## config.mk

```make
export PLATFORM = sky130hd
export DESIGN_NAME = float32_multiplier_truncating_top
export DESIGN_NICKNAME = d
export VERILOG_FILES = /design/src/hdl/fmt_pkg.sv /design/src/hdl/fmt_mul_stage.sv /design/src/hdl/fmt_pack_stage.sv /design/src/hdl/float32_multiplier_truncating_top.sv
export SDC_FILE = /design/constraint.sdc
export NUM_CORES = 1
export LEC_CHECK = 0
export BUFFER_PORTS_ARGS = -buffer_cell sky130_fd_sc_hd__buf_2
export CAP_MARGIN = 10
export CELL_PAD_IN_SITES_DETAIL_PLACEMENT = 2
export CELL_PAD_IN_SITES_GLOBAL_PLACEMENT = 2
export CORE_ASPECT_RATIO = 0.5
export CORE_MARGIN = 4
export CORE_UTILIZATION = 40
export DETAILED_ROUTE_END_ITERATION = 7
export GPL_TIMING_DRIVEN = 1
export PLACE_DENSITY = 0.92
export SLEW_MARGIN = 15
export SYNTH_ARGS = -nofsm -noshare
export SYNTH_HDL_FRONTEND = slang
export SYNTH_SLANG_ARGS = --single-unit
```

## constraint.sdc

```tcl
create_clock -name clock -period 9.8 [get_ports clock]
set_input_delay 1.96 -clock clock [delete_from_list [all_inputs] [get_ports clock]]
set_output_delay 1.96 -clock clock [all_outputs]
set_load 0.01 [all_outputs]
```

## src/hdl/fmt_pkg.sv

```systemverilog
// Types and constants for the truncating single-precision multiplier.
package fmt_pkg;
   localparam int unsigned BIAS = 127;
   localparam int unsigned FRAC_BITS = 23;

   typedef enum logic [1:0] {
      ST_OK    = 2'd0,
      ST_ZERO  = 2'd1,
      ST_OVER  = 2'd2,
      ST_UNDER = 2'd3
   } status_type;

   typedef struct packed {
      logic [31:0] operand_a;
      logic [31:0] operand_b;
   } req_type;

   typedef struct packed {
      logic [31:0] product;
      logic [1:0]  status;
   } rsp_type;

   // Operand fields registered after the significand multiply.
   typedef struct packed {
      logic        zero;
      logic        sign;
      logic [8:0]  exp_sum;
      logic [47:0] mant;
   } stage_type;
endpackage

```

## src/hdl/fmt_mul_stage.sv

```systemverilog
// Input register stage: zero detect, exponent sum and significand multiply.
module fmt_mul_stage import fmt_pkg::*; (
   input  logic      clock,
   input  logic      advance,
   input  req_type   req,
   output stage_type stage
);
   stage_type stage_ff, stage_in;
   logic [23:0] ma, mb;

   always_comb begin
      ma = {1'b1, req.operand_a[22:0]};
      mb = {1'b1, req.operand_b[22:0]};
      stage_in.zero = (req.operand_a[30:0] == 31'd0) || (req.operand_b[30:0] == 31'd0);
      stage_in.sign = req.operand_a[31] ^ req.operand_b[31];
      stage_in.exp_sum = {1'b0, req.operand_a[30:23]} + {1'b0, req.operand_b[30:23]};
      stage_in.mant = ma * mb;
   end

   always_ff @(posedge clock) begin
      if (advance) stage_ff <= stage_in;
   end

   assign stage = stage_ff;
endmodule

```

## src/hdl/fmt_pack_stage.sv

```systemverilog
// Result stage: normalize, range check and pack the product word.
module fmt_pack_stage import fmt_pkg::*; (
   input  logic      clock,
   input  logic      advance,
   input  stage_type stage,
   output rsp_type   rsp
);
   rsp_type rsp_ff, rsp_in;
   logic signed [10:0] exp_adj;
   logic [22:0] frac;

   always_comb begin
      exp_adj = $signed({2'b00, stage.exp_sum}) - 11'sd127 + $signed({10'd0, stage.mant[47]});
      frac = stage.mant[47] ? stage.mant[46:24] : stage.mant[45:23];
      rsp_in.product = '0;
      if (stage.zero) begin
         rsp_in.status = ST_ZERO;
      end else if (exp_adj > 11'sd255) begin
         rsp_in.status = ST_OVER;
      end else if (exp_adj < 11'sd0) begin
         rsp_in.status = ST_UNDER;
      end else begin
         rsp_in.status = ST_OK;
         rsp_in.product = {stage.sign, exp_adj[7:0], frac};
      end
   end

   always_ff @(posedge clock) begin
      if (advance) rsp_ff <= rsp_in;
   end

   assign rsp = rsp_ff;
endmodule

```

## src/hdl/float32_multiplier_truncating_top.sv

```systemverilog
// Top level of the truncating single-precision multiplier.
// Usage:
//   The req channel carries an operand pair (req_payload) qualified by req_valid;
//   a pair transfers when req_valid is high and req_stall is low.
//   The rsp channel returns product and status on rsp_payload with rsp_valid;
//   a result transfers when rsp_valid is high and rsp_stall is low.
//   A transferred pair is registered after the significand multiply and again
//   after normalize and pack; rsp_valid rises once it is in the result register.
//   Throughput is one pair per cycle while rsp is not stalled; the two-stage
//   pipeline sets it.
//   A stall on rsp holds the result register while empty stages behind it
//   still fill; req_stall rises only while the result register holds an
//   untaken result and every stage is full.
//   Reset clears the stage valid bits; no results are pending afterward.
//   Status codes: ok, zero operand (+0), exponent overflow, underflow (zero word).
//   Significands are truncated, never rounded; the exponent field
//   values zero and all-ones are treated as ordinary numbers.
module float32_multiplier_truncating_top import fmt_pkg::*; (
   input  logic    clock,
   input  logic    reset,
   input  logic    req_valid,
   output logic    req_stall,
   input  req_type req_payload,
   output logic    rsp_valid,
   input  logic    rsp_stall,
   output rsp_type rsp_payload
);
   logic v1_ff, v1_in, v2_ff, v2_in;
   logic adv2, adv1;
   stage_type stage;

   // A stage advances when downstream can take it.
   assign adv2 = !v2_ff || !rsp_stall;
   assign adv1 = !v1_ff || adv2;
   assign req_stall = !adv1;
   assign v1_in = adv1 ? req_valid : v1_ff;
   assign v2_in = adv2 ? v1_ff : v2_ff;

   always_ff @(posedge clock) begin
      if (reset) begin
         v1_ff <= 1'b0;
         v2_ff <= 1'b0;
      end else begin
         v1_ff <= v1_in;
         v2_ff <= v2_in;
      end
   end

   fmt_mul_stage u_mul (
      .clock(clock), .advance(adv1), .req(req_payload), .stage(stage)
   );

   fmt_pack_stage u_pack (
      .clock(clock), .advance(adv2), .stage(stage), .rsp(rsp_payload)
   );

   assign rsp_valid = v2_ff;
endmodule

```

==> out/qor.yml <==
routing:
  vias: 18000
  ant_nets: 0
  drc: 0
  dr.first_iter.drc_count: 1643
  routedWlPerCell_um: 32.6
  drt-total-wl_mm: 100
  via_per_inst: 5.87
  drt-pass1-iter-count: 5
timing:
  layout_setup_ws_ns: 0.0704
  skew_ns: 0.0124
  finalHoldViolations: 0
  slew_viol_final: 0
  finalSetupTns_ns: 0
  period_needed_ns: 9.73
  setup_viol: 0
  tightestPinTransition_ns: 0.821
  post-route-period-util_pct: 99.3
  hold_slack_ns: 0.609
  max_slew_margin_pct: 45.3
  fmax_mhz: 103
placement:
  port_buffers: 103
  routabilityCongestion: 0.890
  place_ws_ns: 0.0356
  hpwl_mm: 75.6
  placed_cell_area_um2: 22900
logic_synthesis:
  synth_mux_area_share_pct: 1.21
  async_reset_ff_share_pct: 0
  yosys.area_share.simple_pct: 15.6
  synth.top_cell.area_share_pct: 44.8
  synth_xor_area_share_pct: 1.79
  synthesis.nets: 3033
  yosysSeqAreaShare_pct: 9.95
  synth.distinct_cells: 54
  yosysTopAreaCell: "fa_1"
  synthFlopType: "edfxtp_1"
  syn_inst: 2303
  syn_avg_cell_area_um2: 9.35
  synthAdderAreaFrac_pct: 55.3
  synth-edff-count: 70
  ys_seq_elements: 72
  synth_compound_area_share_pct: 4.35
  ys_warn_count: 0
  synth_top_cells_by_area: "fa_1, ha_1, inv_1, edfxtp_1, and2_1"
  synth_top_family_by_area: "adder cells"
  syn_area_um2: 21500
setup_path:
  crit_top_cell: "fa_1"
  critical_path_required_ns: 9.90
  crit_buf_inv: 4
  setup.worst_path.class: "primary input to register"
  startpoint_type: "primary input"
  max_stage_delay_ns: 0.62
  cp-end-kind: "register"
  critPathArrivalTime_ns: 9.83
  startpoint: "req_payload[15]"
  r2r-start: "u_mul.stage[47]$_DFFE_PN_"
  r2r_end: "u_pack.rsp[15]$_SDFFCE_PP0P_"
  crit_fanout: 20
  cp_cell_sequence: "buf_2 -> nand2_1 -> fa_1 -> inv_1 -> fa_1 -> fa_1 -> fa_1 -> fa_1 -> fa_1 -> inv_1 -> fa_1 -> inv_1 -> ha_1 -> nand2_1 -> or3_1 -> a211oi_1 -> o2111a_2 -> o31ai_4 -> a31oi_4 -> a31oi_4 -> mux2i_1 -> or4_1"
  critPathTopFamily: "adder cells"
  rr_worst_depth: 11
  r2r_setup_slack_ns: 6.10
  slowest_stage: "fa_1"
die:
  core_area_um2: 52600
  num_io_pins: 104
  row_count: 59
  chipHeight_um: 172
  initial_core_util_pct: 40.9
  dieArea_um2: 57800
  die_x_um: 336
min_path:
  worstHoldPathCells: 2
  hold_end: "rsp_valid$_SDFFE_PP0P_"
  hp-class: "register to register"
  min_from: "v1_ff$_SDFFE_PP0N_"
global_route:
  antenna_found_initial: 5
  grt-ovfl-total: 0
  grt_use_total_pct: 34.9
  grt_max_degree: 39
  grt_pass1_vias: 21500
  grt_pass1_wl_mm: 147
clocking:
  hold_buffers: 0
  insertion_delay_ns: 0.37
  clkSlewWorstSetupHoldPaths_ns: 0.07
  cts_root_buffer: "clkbuf_16"
  postCtsSetupBuffers: 0
  cts.sinks: 72
  htree_levels: 3
  cts_tree: "done"
  numCtsBuffers: 9
  clk_path_buf_depth: 2
cells_and_area:
  final_common_cell: "inv_1"
  final_cell_mix: "inv_1, fa_1, nand2_1, and2_1, ha_1"
  layout.nets: 3090
  drive_above_1_share_pct: 7.40
  final_cell_area_um2: 23300
  n_fill_cell: 5611
  area_growth_pct: 8.06
flow_run:
  maxCapViolations: 0
status:
  outcome: "complete, no violations"
-- logic make-up (layout without fill, tap and decap cells) --
kind of cell / after synthesis / count (layout)
and+or+nand+nor: 684 / 684
buffers and inverters: 676 / 738
adders and majority gates: 662 / 662
AOI/OAI and AO/OA: 139 / 139
DFF: 72 / 72
xor gates and xnor gates: 44 / 44
muxes: 26 / 26
other: 0 / 4
-- registers in the layout, summed over array words and instances, names as in the netlist --
name / cells
u_mul.stage: 36
u_pack.rsp: 34
rsp_valid: 1
v1_ff: 1
-- Yosys cell counts (3+ instances only) --
library cell,instances
o21a_1,7
nor2b_1,4
a211oi_1,6
nand3_1,11
nand4_1,8
buf_2,5
a31oi_1,3
or3_1,5
a21oi_1,47
and3_1,7
xnor2_1,25
a311oi_1,3
edfxtp_1,70
mux2i_1,26
clkinv_1,3
o21ai_0,20
nand3b_1,3
a21o_1,22
ha_1,180
clkbuf_1,96
o21bai_1,9
nor2_1,87
o211ai_1,3
and2_1,244
nor4_1,16
xor2_1,19
nor3_1,10
inv_1,572
nand2_1,276
fa_1,482
-- worst reg2reg max path, delay by kind of cell, from the launching register on --
family	cells	cell delay, ns
buffers and inverters	3	0.93
AOI/OAI and AO/OA	2	0.57
DFF	1	0.36
and+or+nand+nor	4	1.00
adders and majority gates	2	0.54
-- area by class of cell --
cell class | count | area, um2 | area share (%)
Clock buffer | 9 | 225 | 0.968
Clock inverter | 7 | 120 | 0.516
Antenna cell | 4 | 10.0 | 0.0430
Sequential cell | 72 | 2140 | 9.20
Inverter | 575 | 2160 | 9.27
Multi-Input combinational cell | 1555 | 16900 | 72.5
Timing Repair Buffer | 147 | 871 | 3.74
Tap cell | 701 | 877 | 3.77
-- worst max-delay path by stage --
stage                                      to  slack (ns)  cells past startpoint
floorplan           u_mul.stage[43]$_DFFE_PN_        1.01                     25
global placement    u_mul.stage[43]$_DFFE_PN_        0.56                     24
detailed placement  u_mul.stage[43]$_DFFE_PN_        0.04                     24
CTS                 u_mul.stage[45]$_DFFE_PN_        0.20                     24
global route        u_mul.stage[43]$_DFFE_PN_      -0.007                     27
finish              u_mul.stage[43]$_DFFE_PN_        0.07                     22
-- per-stage QoR --
| step | instances | utilization (%) |
|---|---|---|
| after floorplan | 2303 | - |
| after global placement | 3050 | 43.5 |
| after detailed placement | 3050 | 43.5 |
| after CTS | 3066 | 44.1 |
| after global routing | 3069 | 44.2 |
| final | 3070 | 44.2 |
-- per-layer routing --
layer  share of wire (%)  up-vias  global-route usage [%]
li1                    -     6944                       -
met1                  39     9624                    43.1
met2                  48     1047                    59.0
met3                 8.0      390                    7.20
met4                 5.7        4                    17.4
met5               0.029        -                       0
-- what timing repair did --
action                                 CTS  global route
setup endpoints to repair                0             3
endpoints found under the hold margin    0             0
resized for setup                        0            11
Power is not shown: default switching activity piles up to over one toggle a cycle in this logic, so the estimate is an artifact.
